==> src/lpc_pkg.sv <==
`default_nettype none
package lpc_pkg;

	typedef enum logic [2:0] {
		ST_IDLE,
		ST_ISSUE,
		ST_DRAIN,
		ST_WRITE,
		ST_EMIT
	} lpc_state_t;

	typedef enum logic [2:0] {
		REG_DIRECTION    = 3'd0,
		REG_WIDTH_CODE   = 3'd1,
		REG_DIM_COUNT    = 3'd2,
		REG_EXTENT_INNER = 3'd3,
		REG_EXTENT_2ND   = 3'd4,
		REG_EXTENT_3RD   = 3'd5,
		REG_VALUE_COUNT  = 3'd6
	} lpc_reg_t;

	localparam int unsigned SAMPLE_W = 64;
	localparam int unsigned INDEX_W  = 48;
	localparam int unsigned EXTENT_W = 15;

	// controller -> datapath
	typedef struct packed {
		logic       load;     // capture input sample
		logic       clear;    // start accumulation
		logic       rd_en;    // issue history read for corner
		logic [3:0] corner;   // corner being issued
		logic       acc_en;   // accumulate registered read data
		logic       acc_par;  // parity of the corner whose data returns
		logic       wr_en;    // write history, advance index
		logic       out_load; // load output register
	} lpc_cmd_t;

	// datapath -> controller
	typedef struct packed {
		logic [2:0] dims;
		logic       dir;
	} lpc_status_t;

	function automatic logic parity4(input logic [3:0] v);
		return ^v;
	endfunction

endpackage
`default_nettype wire

==> src/lpc_ctrl.sv <==
`default_nettype none
module lpc_ctrl
	import lpc_pkg::*;
(
	input  wire logic        clk,
	input  wire logic        arst_n,
	input  wire logic        in_valid,
	output logic             in_ready,
	output logic             out_valid,
	input  wire logic        out_ready,
	input  wire lpc_status_t status,
	output lpc_cmd_t         cmd
);
	lpc_state_t state_q, state_d;
	logic [4:0] cnt_q, cnt_d;     // corner counter, one past the last at 2^d
	logic       pend_q, pend_d;   // read in flight
	logic       ppar_q, ppar_d;
	logic       ovalid_q, ovalid_d;
	logic [4:0] ncorn;

	assign ncorn = 5'd1 << status.dims;
	// a waiting result sits in the output register; the next sample may still start
	assign in_ready = (state_q == ST_IDLE);
	assign out_valid = ovalid_q;

	always_ff @(posedge clk or negedge arst_n) begin
		if (!arst_n) begin
			state_q  <= ST_IDLE;
			cnt_q    <= '0;
			pend_q   <= 1'b0;
			ppar_q   <= 1'b0;
			ovalid_q <= 1'b0;
		end else begin
			state_q  <= state_d;
			cnt_q    <= cnt_d;
			pend_q   <= pend_d;
			ppar_q   <= ppar_d;
			ovalid_q <= ovalid_d;
		end
	end

	always_comb begin
		state_d  = state_q;
		cnt_d    = cnt_q;
		pend_d   = 1'b0;
		ppar_d   = ppar_q;
		ovalid_d = ovalid_q && !out_ready;
		cmd      = '0;
		cmd.corner  = cnt_q[3:0];
		cmd.acc_en  = pend_q;
		cmd.acc_par = ppar_q;
		case (state_q)
			ST_IDLE: begin
				if (in_valid && in_ready) begin
					cmd.load  = 1'b1;
					cmd.clear = 1'b1;
					state_d   = ST_ISSUE;
					cnt_d     = '0;
				end
			end
			ST_ISSUE: begin
				// forward starts at corner 0, reverse at corner 1
				if (cnt_q == 5'd0 && status.dir) begin
					cnt_d = 5'd1;
				end else if (cnt_q >= ncorn) begin
					state_d = ST_DRAIN;
				end else begin
					cmd.rd_en = 1'b1;
					pend_d    = 1'b1;
					ppar_d    = parity4(cnt_q[3:0]);
					cnt_d     = cnt_q + 5'd1;
				end
			end
			ST_DRAIN: begin
				state_d = ST_WRITE;
			end
			ST_WRITE: begin
				cmd.wr_en = 1'b1;
				state_d   = ST_EMIT;
			end
			ST_EMIT: begin
				if (!ovalid_q || out_ready) begin
					cmd.out_load = 1'b1;
					ovalid_d     = 1'b1;
					state_d      = ST_IDLE;
				end
			end
			default: state_d = ST_IDLE;
		endcase
	end

	ast_one_corner_in_flight: assert property (@(posedge clk) disable iff (!arst_n)
		cmd.rd_en |=> cmd.acc_en)
		else $error("read data not accumulated");
	ast_no_load_when_busy: assert property (@(posedge clk) disable iff (!arst_n)
		cmd.load |-> state_q == ST_IDLE)
		else $error("sample loaded while busy");
	ast_out_hold: assert property (@(posedge clk) disable iff (!arst_n)
		out_valid && !out_ready |=> out_valid)
		else $error("result dropped");
endmodule
`default_nettype wire

==> config.mk <==
export PLATFORM = sky130hd
export DESIGN_NAME = lpc_ctrl
export DESIGN_NICKNAME = d
export VERILOG_FILES = /design/src/lpc_pkg.sv /design/src/lpc_ctrl.sv
export SDC_FILE = /design/constraint.sdc
export NUM_CORES = 1
export LEC_CHECK = 0
export ABC_AREA = 1
export BUFFER_PORTS_ARGS = -buffer_cell sky130_fd_sc_hd__buf_2
export CORE_MARGIN = 10
export CORE_UTILIZATION = 45
export DETAILED_ROUTE_END_ITERATION = 10
export PLACE_DENSITY_LB_ADDON = 0.12
export SLEW_MARGIN = 30
export SYNTH_ARGS = -nofsm -noshare
export SYNTH_HDL_FRONTEND = slang
export SYNTH_SLANG_ARGS = --single-unit
==> constraint.sdc <==
create_clock -name clk -period 2.05 [get_ports clk]
set_input_delay 0.41 -clock clk [delete_from_list [all_inputs] [get_ports clk]]
set_output_delay 0.41 -clock clk [all_outputs]
set_load 0.01 [all_outputs]
Word level (Yosys, flattened, before mapping):

Index checks and enable logic that the tools add are counted.

* shifts and indexed selects: 1
* eq/ne operators: 9
* reductions and logical operators: 13
* $add $sub $neg: 1
* bitwise gates (word level): 2
* order comparisons: 1
* multiplexer cells: 19

Operator list (count)
* 5-bit two-way mux: 3
* 3-bit one-hot mux with 5 select lines: 1
* 3-bit two-way mux: 4
* 5-bit one-hot mux with 2 select lines: 1
* 1-bit two-way mux: 8
* 3-bit by 2-bit equality test with 1-bit output (second input constant): 2
* 2-bit != test (second input constant): 3
* 3-bit AND reduction: 2
* 5-bit by 1-bit adder with 5-bit output (second input constant): 1
* 5-bit greater-or-equal comparator: 1
* 5-bit logical NOT: 1
* 1-bit by 3-bit << shifter with 5-bit output (first input constant): 1
* 2-bit two-way mux: 2
* 4-bit AND reduction: 1
* 4-bit XOR reduction: 1
* 3-bit by 1-bit equality test with 1-bit output (second input constant): 1
* 3-bit equality test (second input constant): 1
* 1-bit logical AND: 3
* 3-bit logical NOT: 1
* 3-bit != test (second input constant): 1
* 1-bit logical NOT: 2
* 2-bit by 1-bit != test with 1-bit output (second input constant): 1
* 1-bit inverter: 2
* 2-bit nonzero test: 1
* 1-bit logical OR: 1

* input bits: 8
* logic and storage cells: 51
* register bits after elaboration: 11
* output and inout port bits: 13

Logic depth before layout (Yosys ltp):

Gate-level depths: netlist of run 1.

* word-level depth: 5
* gate-level depth with buffers: 11

Worst setup path after synthesis of run 1:

Ideal clock, no wire load.

* path type: input to output
* from: input port status[2] (netlist bit)
* to: output port cmd[8] (netlist bit)
* cell stages on the path: 9
* arrival: 1.411 ns
* path slack: 0.229 ns
* data required time: 1.640 ns
* buffers on the path: 1
* cells stage by stage: inv_1 nand3_1 ha_1 nand2_1 nand2_1 nor2_4 nand3_4 nor2_2 buf_4

* longest elaborated chain between the ends: 5

RTL lines
* from (decl): line lpc_ctrl.sv:11 `input wire lpc_status_t status,`
* 1-bit by 3-bit << shifter with 5-bit output: line lpc_ctrl.sv:21 `assign ncorn = 5'd1 << status.dims;`
* 5-bit greater-or-equal comparator: line lpc_ctrl.sv:65 `end else if (cnt_q >= ncorn) begin`
* 1-bit two-way mux (3 in a row)
* to (decl): line lpc_ctrl.sv:12 `output lpc_cmd_t cmd`

No other way between the ends.

==> results_dict.tcl, run 1 <==
set metrics [dict create \
    status "completed" \
    drt_drc_violations_left 0 \
    synthesis.yosys.warnings 0 \
    timing.max_slew.rel_slack 0.821 \
    clkSlewWorstSetupHoldPaths_ns 0.07 \
    global_route.usage.total 0.0990 \
    chip_width_um 67.1 \
    fmax_ghz 0.511 \
    floorplan.io_pins 21 \
    timing_worst_slew_pin_value_ns 0.268 \
    global_route_total_overflow 0 \
    initial_core_util 0.489 \
    final_antenna_net_count 0 \
    max_slew_violation_total_from_the_final_report 0 \
    crit_path_start_kind "flop" \
    global_route_wire_length_before_repair_um 3470 \
    largest_net_degree_at_the_start_of_global_routing 12 \
    setup_slack_ns 0.0921 \
    critPathArrivalTime_ns 1.55 \
    synth.net_count 146 \
    final.hold.worst_slack_ns 0.00631 \
    clockBufferDepth 2 \
    synth_area_leader_cell "sky130_fd_sc_hd__dfrtp_1" \
    area.growth.synth_to_final_pct 18.2 \
    vias 830 \
    cts_tree "yes" \
    cts_made_buffers 3 \
    hold_buffers 0 \
    layoutNonFillerInstCount 178 \
    post_route_wl_um 2100 \
    clock_sinks 11 \
    drt_pre_antenna_iters 4 \
    vdd_drop_max_mv 0.627 \
    worstPathRequired_ns 1.64 \
    cellLeakagePower_nw 0.659 \
    worst_setup_path_category "flop to output port" \
    cp_max_fo 6 \
    num-nets-final 169 \
    total_neg_setup_slack_ns 0 \
    drive_above_1_share 0.371 \
    wl_per_cell_um 11.8 \
    proportion_of_synthesized_chip_area_in_sequential_cells 0.276 \
    finalHoldViolations 0 \
    die_area_mm2 0.00450 \
    detailed_place_hpwl_um 1670 \
    worstSkewPairLatency_ns 0.26 \
    place_worst_setup_slack_ns 0.0188 \
    place.detailed.instances 170 \
    rows 16 \
    routabilityCongestion 0.817 \
    vias_in_the_first_global_route 793 \
    portBuffers 20 \
    critPathCaptureType "output port" \
    via_density_per_instance 4.66 \
    gate_count_of_the_mapped_netlist 129 \
    insertedDiodeCount 0 \
    ys_ff_latch 11 \
    dieHeight_um 67.1 \
    min-delay-path-class "input port to asynchronous set/reset pin" \
    worst_clock_skew_ns 0.00102 \
    htreeDepth 1 \
    synth_largest_type_area_fraction 0.276 \
    library_cells_used_by_synthesis 22 \
    p_total_mw 1.35 \
    grt_antenna_before_repair 0 \
    average_size_of_a_mapped_cell_um2 7.74 \
    synthesis.area_um2 998 \
    synth_area_leaders "sky130_fd_sc_hd__dfrtp_1, sky130_fd_sc_hd__nand2_1, sky130_fd_sc_hd__ha_1" \
    cts_root_buf "sky130_fd_sc_hd__clkbuf_4" \
    final-setup-viol-count 0 \
    rsz0062_at_grt "no" \
    dr.first_iter.drc_count 18 \
    period_share 0.955 \
    core_area_mm2 0.00204 \
    timing.final.crit_period_ns 1.96 \
    drv_cap 0 \
    power.density_mw_per_mm2 1150 \
]
-- report_power, final --
part | total, mW | internal [mW] | switching, mW
clock | 0.149 | 0.0752 | 0.0734
sequential | 0.339 | 0.280 | 0.0586
combinational | 0.866 | 0.334 | 0.532
-- flip-flops by register name (all words and copies together) (netlist names) --
register   cells
cnt_q          5
out_valid      1
pend_q         1
ppar_q         1
state_q        3
-- placed cells by master (no fill, tap or decap), types with 2 or more instances in the layout --
master,n
sky130_fd_sc_hd__buf_2,19
sky130_fd_sc_hd__buf_4,7
sky130_fd_sc_hd__clkbuf_4,3
sky130_fd_sc_hd__dfrtp_1,9
sky130_fd_sc_hd__dfrtp_2,2
sky130_fd_sc_hd__ha_1,8
sky130_fd_sc_hd__inv_1,15
sky130_fd_sc_hd__inv_2,5
sky130_fd_sc_hd__nand2_1,31
sky130_fd_sc_hd__nand2_4,5
sky130_fd_sc_hd__nand3_1,12
sky130_fd_sc_hd__nand3_4,2
sky130_fd_sc_hd__nor2_1,8
sky130_fd_sc_hd__nor2_2,2
sky130_fd_sc_hd__nor2_4,5
sky130_fd_sc_hd__nor3_1,2
sky130_fd_sc_hd__xor2_1,3
-- cell type report --
class	instances	area, um2
Tap cell	27	33.8
Fill cell	217	862
Clock buffer	4	26.3
Multi-Input combinational cell	89	608
Sequential cell	11	278
Timing Repair Buffer	27	159
Inverter	20	75.1
-- critical path, cell delays in order, from the launching register on --
cell and delay (ns):
sky130_fd_sc_hd__dfrtp_2 0.42, sky130_fd_sc_hd__buf_4 0.16, sky130_fd_sc_hd__inv_1 0.05, sky130_fd_sc_hd__ha_1 0.14, sky130_fd_sc_hd__nand2_1 0.08, sky130_fd_sc_hd__nor2_2 0.23, sky130_fd_sc_hd__nor2_4 0.08, sky130_fd_sc_hd__buf_6 0.12
-- timing repair --
action / CTS / global route
setup endpoints to repair: 1 / 1
setup buffers: 2 / 2
gates resized for setup: 1 / 7
hold endpoints to repair: 0 / 0
-- cell usage after synthesis --
cell,instances
sky130_fd_sc_hd__a21oi_1,1
sky130_fd_sc_hd__buf_4,9
sky130_fd_sc_hd__dfrtp_1,11
sky130_fd_sc_hd__ha_1,9
sky130_fd_sc_hd__inv_1,16
sky130_fd_sc_hd__inv_2,4
sky130_fd_sc_hd__nand2_1,31
sky130_fd_sc_hd__nand2_2,1
sky130_fd_sc_hd__nand2_4,5
sky130_fd_sc_hd__nand3_1,13
sky130_fd_sc_hd__nand3_4,2
sky130_fd_sc_hd__nand3b_1,1
sky130_fd_sc_hd__nor2_1,8
sky130_fd_sc_hd__nor2_2,3
sky130_fd_sc_hd__nor2_4,4
sky130_fd_sc_hd__nor3_1,3
sky130_fd_sc_hd__nor3_4,1
sky130_fd_sc_hd__o21ai_0,1
sky130_fd_sc_hd__o21ai_1,1
sky130_fd_sc_hd__or2_1,1
sky130_fd_sc_hd__xnor2_1,1
sky130_fd_sc_hd__xor2_1,3
-- layer usage --
layer  wire length (um)  share of wire  track usage
met1               1000           0.48        0.117
met2                992           0.47        0.167
met3                102          0.048       0.0351
met4                  9         0.0043       0.0231
met5                  0              0            0
-- cells by family after synthesis --
family | synth area share
AO/OA/AOI/OAI | 0.0150
adder cells (fa/ha/maj) | 0.113
buffers and inverters | 0.143
XOR/XNOR | 0.0351
AND/OR/NAND/NOR | 0.419
flip-flops | 0.276
-- through the flow --
stage / util / cell area [um2]
finish: 0.578 / 1180
global route: 0.578 / 1180
CTS: 0.553 / 1130
detailed placement: 0.532 / 1090
global placement: 0.532 / 1090
floorplan: - / 998
-- final timing paths --
check / from / to / slack (ns) / cells after the start
max: cnt_q[2] / cmd[8] / 0.09 / 7
min reg2reg: ppar_q / ppar_q / 0.48 / 2
max in group asynchronous: arst_n / cnt_q[2] / 1.82 / 1
max reg2reg: cnt_q[2] / cnt_q[3] / 0.46 / 12
min in group clk: out_ready / out_valid / 0.38 / 2
min: arst_n / cnt_q[1] / 0.006 / 1
(Power assumes the default switching activity.)
==> run 2, diff against run 1 <==
--- a/config.mk
+++ b/config.mk
@@ -7,6 +7,7 @@
 export LEC_CHECK = 0
 export ABC_AREA = 1
 export BUFFER_PORTS_ARGS = -buffer_cell sky130_fd_sc_hd__buf_2
+export CORE_ASPECT_RATIO = 0.7
 export CORE_MARGIN = 10
 export CORE_UTILIZATION = 45
 export DETAILED_ROUTE_END_ITERATION = 10
==> results_dict.tcl, run 2 (same netlist as run 1, synthesis figures left out) <==
set metrics [dict create \
    global_route.usage.total 0.102 \
    via_density_per_instance 4.50 \
    crit_path_cell_trace "buf_4 -> inv_1 -> ha_1 -> nand2_1 -> nor2_4 -> nor2_4 -> buf_6" \
    vias_in_the_first_global_route 788 \
    crit_path_start_kind "flop" \
    busiest_layer "met2" \
    worst_setup_path_category "flop to output port" \
    drt_drc_violations_left 0 \
    globalRouteMet3Util 0.0379 \
    clkSlewWorstSetupHoldPaths_ns 0.08 \
    drv_cap 0 \
    cp_max_fo 6 \
    portBuffers 20 \
    finalHoldViolations 0 \
    worstSkewPairLatency_ns 0.29 \
    cp-startpoint "cnt_q[2]" \
    crit_path_top_delay_cell "sky130_fd_sc_hd__dfrtp_2" \
    final_core_utilization 0.564 \
    timing.final.crit_period_ns 1.97 \
    worst-r2r-setup-slack_ns 0.38 \
    path_depth 7 \
    critPathCaptureType "output port" \
    largest_net_degree_at_the_start_of_global_routing 12 \
    vias 823 \
    final_antenna_net_count 0 \
    regToRegEndpoint "cnt_q[1]" \
    drive_above_1_share 0.384 \
    top_register "cnt_q" \
    global_route_wire_length_before_repair_um 3680 \
    htreeDepth 1 \
    crit_path_end "cmd[8]" \
    die_area_mm2 0.00453 \
    critPathArrivalTime_ns 1.56 \
    clockBufferDepth 2 \
    drt_pre_antenna_iters 4 \
    rows 14 \
    cts_root_buf "sky130_fd_sc_hd__clkbuf_4" \
    critical_path.top_delay_family "flip-flops" \
    num-nets-final 169 \
    cellLeakagePower_nw 0.657 \
    dieHeight_um 59.4 \
    floorplan.io_pins 21 \
    reg_top3 "cnt_q x5, state_q x3" \
    timing_worst_slew_pin_value_ns 0.262 \
    clock_sinks 11 \
    core_area_mm2 0.00214 \
    cpMostUsedCell "sky130_fd_sc_hd__nor2_4" \
    largest_reg_flops 5 \
    met2_usage 0.153 \
    min-delay-path-class "input port to flop" \
    timing.max_slew.rel_slack 0.825 \
    total_neg_setup_slack_ns 0 \
    status "completed" \
    detailed_place_hpwl_um 1690 \
    routabilityCongestion 0.730 \
    global_route.usage.met1 0.133 \
    insertedDiodeCount 0 \
    global_route_total_overflow 0 \
    cts_made_buffers 3 \
    period_share 0.962 \
    mostFrequentLayoutCell "sky130_fd_sc_hd__nand2_1" \
    critical_path.n_buffers_inverters 3 \
    post_route_wl_um 2210 \
    cts_tree "yes" \
    chip_width_um 76.3 \
    grt_antenna_before_repair 0 \
    power.density_mw_per_mm2 1150 \
    timing.critical_path.slowest_cell_delay_ns 0.45 \
    wl_per_cell_um 12.0 \
    fmax_ghz 0.507 \
    worstPathRequired_ns 1.64 \
    area.growth.synth_to_final_pct 20.8 \
    max_slew_violation_total_from_the_final_report 0 \
    dr.first_iter.drc_count 24 \
    worst_clock_skew_ns 0.0117 \
    initial_core_util 0.467 \
    final-setup-viol-count 0 \
    layout_common_cells "sky130_fd_sc_hd__nand2_1, sky130_fd_sc_hd__buf_2, sky130_fd_sc_hd__inv_1" \
    r2r-start "cnt_q[2]" \
    vdd_drop_max_mv 0.564 \
    rr_worst_depth 12 \
]
run 2: per-layer routing:
| layer | vias up | wire [um] |
|---|---|---|
| met2 | 14 | 970 |
| met1 | 364 | 1120 |
| met3 | 4 | 92 |
| met5 | - | 0 |
| li1 | 441 | - |
| met4 | 0 | 19 |
run 2: stage by stage:
step / instances / power, mW / setup slack, ns / hold WS [ns] / area, um2
2_1_floorplan: 129 / 1.02 / 0.229 / 0.114 / 998
3_3_place_gp: 175 / 1.17 / 0.0944 / 0.303 / 1090
3_5_place_dp: 175 / 1.18 / 0.0602 / 0.300 / 1090
4_1_cts: 182 / 1.35 / 0.00767 / 0.369 / 1150
5_1_grt: 183 / 1.52 / -0.0106 / 0.408 / 1210
6_report: 183 / 1.38 / 0.0786 / 0.374 / 1210
run 2: worst reg2reg max path, stage by stage, from the launching register on:
cell and delay (ns):
sky130_fd_sc_hd__dfrtp_2 0.45, sky130_fd_sc_hd__buf_4 0.17, sky130_fd_sc_hd__inv_1 0.06, sky130_fd_sc_hd__ha_1 0.14
sky130_fd_sc_hd__nand2_1 0.10, sky130_fd_sc_hd__inv_1 0.06, sky130_fd_sc_hd__nand2_1 0.11, sky130_fd_sc_hd__nor2_2 0.15
sky130_fd_sc_hd__nor2_4 0.05, sky130_fd_sc_hd__nand2_4 0.10, sky130_fd_sc_hd__nand2_4 0.07, sky130_fd_sc_hd__nand2_1 0.06
sky130_fd_sc_hd__nand2_1 0.04
run 2: area by class of cell:
type | count | area [um2]
tap | 32 | 40.0
fill | 214 | 931
inverter | 20 | 75.1
clock buffer | 3 | 22.5
clock inverter | 1 | 5.00
multi-input combinational | 89 | 623
sequential | 11 | 279
timing repair buffer | 27 | 161
run 2: power breakdown:
group | leakage (nW) | internal (mW) | switching, mW
registers | 0.143 | 0.280 | 0.0554
logic | 0.497 | 0.337 | 0.551
clock network | 0.0177 | 0.0725 | 0.0860
total | 0.657 | 0.690 | 0.693
run 2: timing repair:
item | 4_1_cts | 5_1_grt
hold buffers | 1 | 0
setup endpoints to repair | 1 | 1
gates resized for setup | 2 | 9
hold endpoints to repair | 7 | 0
buffers inserted | 2 | 1
pin swaps | 1 | 2
run 2: worst min path at each step:
stage / cells after the start / to / slack (ns) / start
after floorplan: 0 / cnt_q[0] / 0.11 / arst_n
after global placement: 1 / ppar_q / 0.30 / arst_n
after detailed placement: 1 / ppar_q / 0.30 / arst_n
after CTS: 2 / out_valid / 0.37 / out_ready
after global routing: 2 / out_valid / 0.41 / out_ready
final: 2 / out_valid / 0.37 / out_ready
==> run 3, diff against run 2 <==
--- a/config.mk
+++ b/config.mk
@@ -5,7 +5,7 @@
 export SDC_FILE = /design/constraint.sdc
 export NUM_CORES = 1
 export LEC_CHECK = 0
-export ABC_AREA = 1
+export ABC_AREA = 0
 export BUFFER_PORTS_ARGS = -buffer_cell sky130_fd_sc_hd__buf_2
 export CORE_ASPECT_RATIO = 0.7
 export CORE_MARGIN = 10
==> results_dict.tcl, run 3 <==
set metrics [dict create \
    global_route_wire_length_before_repair_um 3510 \
    drt_drc_violations_left 0 \
    die_area_mm2 0.00406 \
    drv_cap 0 \
    routabilityCongestion 0.782 \
    global_route_total_overflow 0 \
    async_reset_ff_frac 1.00 \
    synth_area_leader_cell "sky130_fd_sc_hd__dfrtp_1" \
    via_density_per_instance 5.32 \
    wl_per_cell_um 15.2 \
    setup_slack_ns -0.0415 \
    chip_width_um 72.0 \
    synthesis.area_um2 851 \
    num-nets-final 133 \
    mostFrequentLayoutCell "sky130_fd_sc_hd__buf_2" \
    area.growth.synth_to_final_pct 30.6 \
    ys_ff_latch 11 \
    fmax_ghz 0.478 \
    share_of_power_burned_in_registers 0.259 \
    critPathCaptureType "output port" \
    top_register "cnt_q" \
    final-setup-viol-count 1 \
    p_int_uw 863 \
    worstPathRequired_ns 1.64 \
    rows 13 \
    vias_in_the_first_global_route 705 \
    period_share 1.02 \
    cts_made_buffers 3 \
    worstSkewPairLatency_ns 0.27 \
    crit_path_cell_trace "buf_8 -> or3b_4 -> ha_4 -> a21o_1 -> a31oi_2 -> o21ba_4 -> buf_6" \
    worst_setup_path_category "input port to output port" \
    initial_core_util 0.467 \
    final_antenna_net_count 0 \
    cts_tree "yes" \
    largest_reg_flops 5 \
    dpl-instance-area_um2 931 \
    synth.net_count 108 \
    combinationalPowerShare 0.642 \
    synth.cells.most_frequent "sky130_fd_sc_hd__dfrtp_1, sky130_fd_sc_hd__buf_4, sky130_fd_sc_hd__ha_1, sky130_fd_sc_hd__nand2_1, sky130_fd_sc_hd__nor2_1" \
    timing.max_slew.rel_slack 0.742 \
    synth_area_leaders "sky130_fd_sc_hd__dfrtp_1, sky130_fd_sc_hd__ha_1, sky130_fd_sc_hd__buf_4" \
    worst_clock_skew_ns 0.00309 \
    final.hold.worst_slack_ns 0.422 \
    portBuffers 20 \
    proportion_of_synthesized_chip_area_in_sequential_cells 0.324 \
    insertedDiodeCount 0 \
    global_route.usage.total 0.106 \
    largest_net_degree_at_the_start_of_global_routing 12 \
    library_cells_used_by_synthesis 32 \
    min-delay-path-class "input port to flop" \
    power.density_mw_per_mm2 1380 \
    drt_pre_antenna_iters 4 \
    drive_above_1_share 0.461 \
    synth_largest_type_area_fraction 0.324 \
    grt_antenna_before_repair 0 \
    timing.critical_path.slowest_cell_delay_ns 0.39 \
    layoutNonFillerInstCount 137 \
    cp_max_fo 4 \
    average_size_of_a_mapped_cell_um2 9.35 \
    core_area_mm2 0.00182 \
    floorplan.io_pins 21 \
    finalHoldViolations 0 \
    cellLeakagePower_nw 0.542 \
    timing_worst_slew_pin_value_ns 0.387 \
    critPathArrivalTime_ns 1.68 \
    power_frac_clock 0.099 \
    clockBufferDepth 2 \
    dieHeight_um 56.4 \
    synth_ff_type "sky130_fd_sc_hd__dfrtp_1" \
    clock_sinks 11 \
    p_sw_uw 668 \
    clkSlewWorstSetupHoldPaths_ns 0.07 \
    detailed_place_hpwl_um 1520 \
    crit_path_top_delay_cell "sky130_fd_sc_hd__or3b_4" \
    status "finished, violations left" \
    timing.final.crit_period_ns 2.09 \
    synthesis.yosys.warnings 0 \
    synth_enable_flop_cells 0 \
    final_cell_area_mm2 0.00111 \
    max_slew_violation_total_from_the_final_report 0 \
    total_neg_setup_slack_ns -0.0415 \
    reg_top3 "cnt_q x5, state_q x3" \
    cts_root_buf "sky130_fd_sc_hd__clkbuf_4" \
    dr.first_iter.drc_count 71 \
    vdd_drop_max_mv 1.10 \
    synth_most_common_cell "sky130_fd_sc_hd__dfrtp_1" \
    htreeDepth 1 \
    gate_count_of_the_mapped_netlist 91 \
    post_route_wl_um 2090 \
    layout_common_cells "sky130_fd_sc_hd__buf_2, sky130_fd_sc_hd__nand2_1, sky130_fd_sc_hd__buf_4" \
    place_worst_setup_slack_ns -0.231 \
    vias 729 \
    rsz0062_at_grt "yes" \
    netSwitchingFraction 0.436 \
    crit_path_start_kind "input port" \
    place.detailed.instances 127 \
    failing_checks "setup timing" \
]
## run 3: cell count changes after synthesis, moves of 4 or more
cell                      change
sky130_fd_sc_hd__a31oi_1      +5
sky130_fd_sc_hd__inv_1       -11
sky130_fd_sc_hd__inv_2        -4
sky130_fd_sc_hd__nand2_1     -22
sky130_fd_sc_hd__nand2_4      -5
sky130_fd_sc_hd__nand3_1     -12
## run 3: final timing paths
path | depth (start not counted) | endpoint | slack, ns | from
worst min-delay path | 3 | out_valid | 0.42 | out_ready
max in group asynchronous | 2 | cnt_q[3] | 1.29 | arst_n
min in group asynchronous | 2 | ppar_q | 0.54 | arst_n
worst min register to register | 2 | out_valid | 0.52 | out_valid
worst max register to register | 8 | cnt_q[4] | 0.13 | cnt_q[0]
worst max-delay path | 7 | cmd[8] | -0.04 | status[3]
## run 3: critical path, delay by kind of cell
family          cells  cell delay, ns
simple gates        1            0.39
buf+inv             2            0.20
fa+ha+maj           1            0.16
compound gates      3            0.51
## run 3: final cells by class
class / instances / area, um2
fill: 160 / 711
multi-input combinational: 64 / 533
sequential: 11 / 279
timing repair buffer: 31 / 226
tap: 22 / 27.5
clock buffer: 4 / 26.3
inverter: 5 / 18.8
## run 3: metal layers
metal / up-vias / wire [um] / track usage
met5: - / 0 / 0
met4: 0 / 0 / 0.0165
met3: 0 / 113 / 0.0509
met2: 15 / 1010 / 0.167
met1: 348 / 967 / 0.128
li1: 366 / - / -
## run 3: stage by stage
stage                util  power (mW)
detailed placement  0.511        1.19
finish              0.610        1.53
global route        0.610        1.66
CTS                 0.552        1.40
floorplan               -        1.03
global placement    0.511        1.18
## run 3: cells by family after synthesis
logic type | Yosys count | share of synthesized area
buf+inv | 16 | 0.128
compound gates | 22 | 0.190
simple gates | 32 | 0.216
xor+xnor | 1 | 0.0103
fa+ha+maj | 9 | 0.132
flops | 11 | 0.324
## run 3: timing repair
item                                    in CTS  in global routing
gates resized for setup                      6                 16
pin swaps                                    8                  4
endpoints found under the setup margin       1                  7
buffers inserted                             3                  3
endpoints found under the hold margin        0                 11
hold buffers                                 0                  1
## run 3: power by group through the flow
stage               registers [mW]  logic, mW  clock network (mW)
floorplan                    0.364      0.671                   0
global placement             0.385      0.794                   0
detailed placement           0.388      0.800                   0
CTS                          0.385      0.863               0.157
global route                 0.410       1.08               0.171
finish                       0.396      0.983               0.152
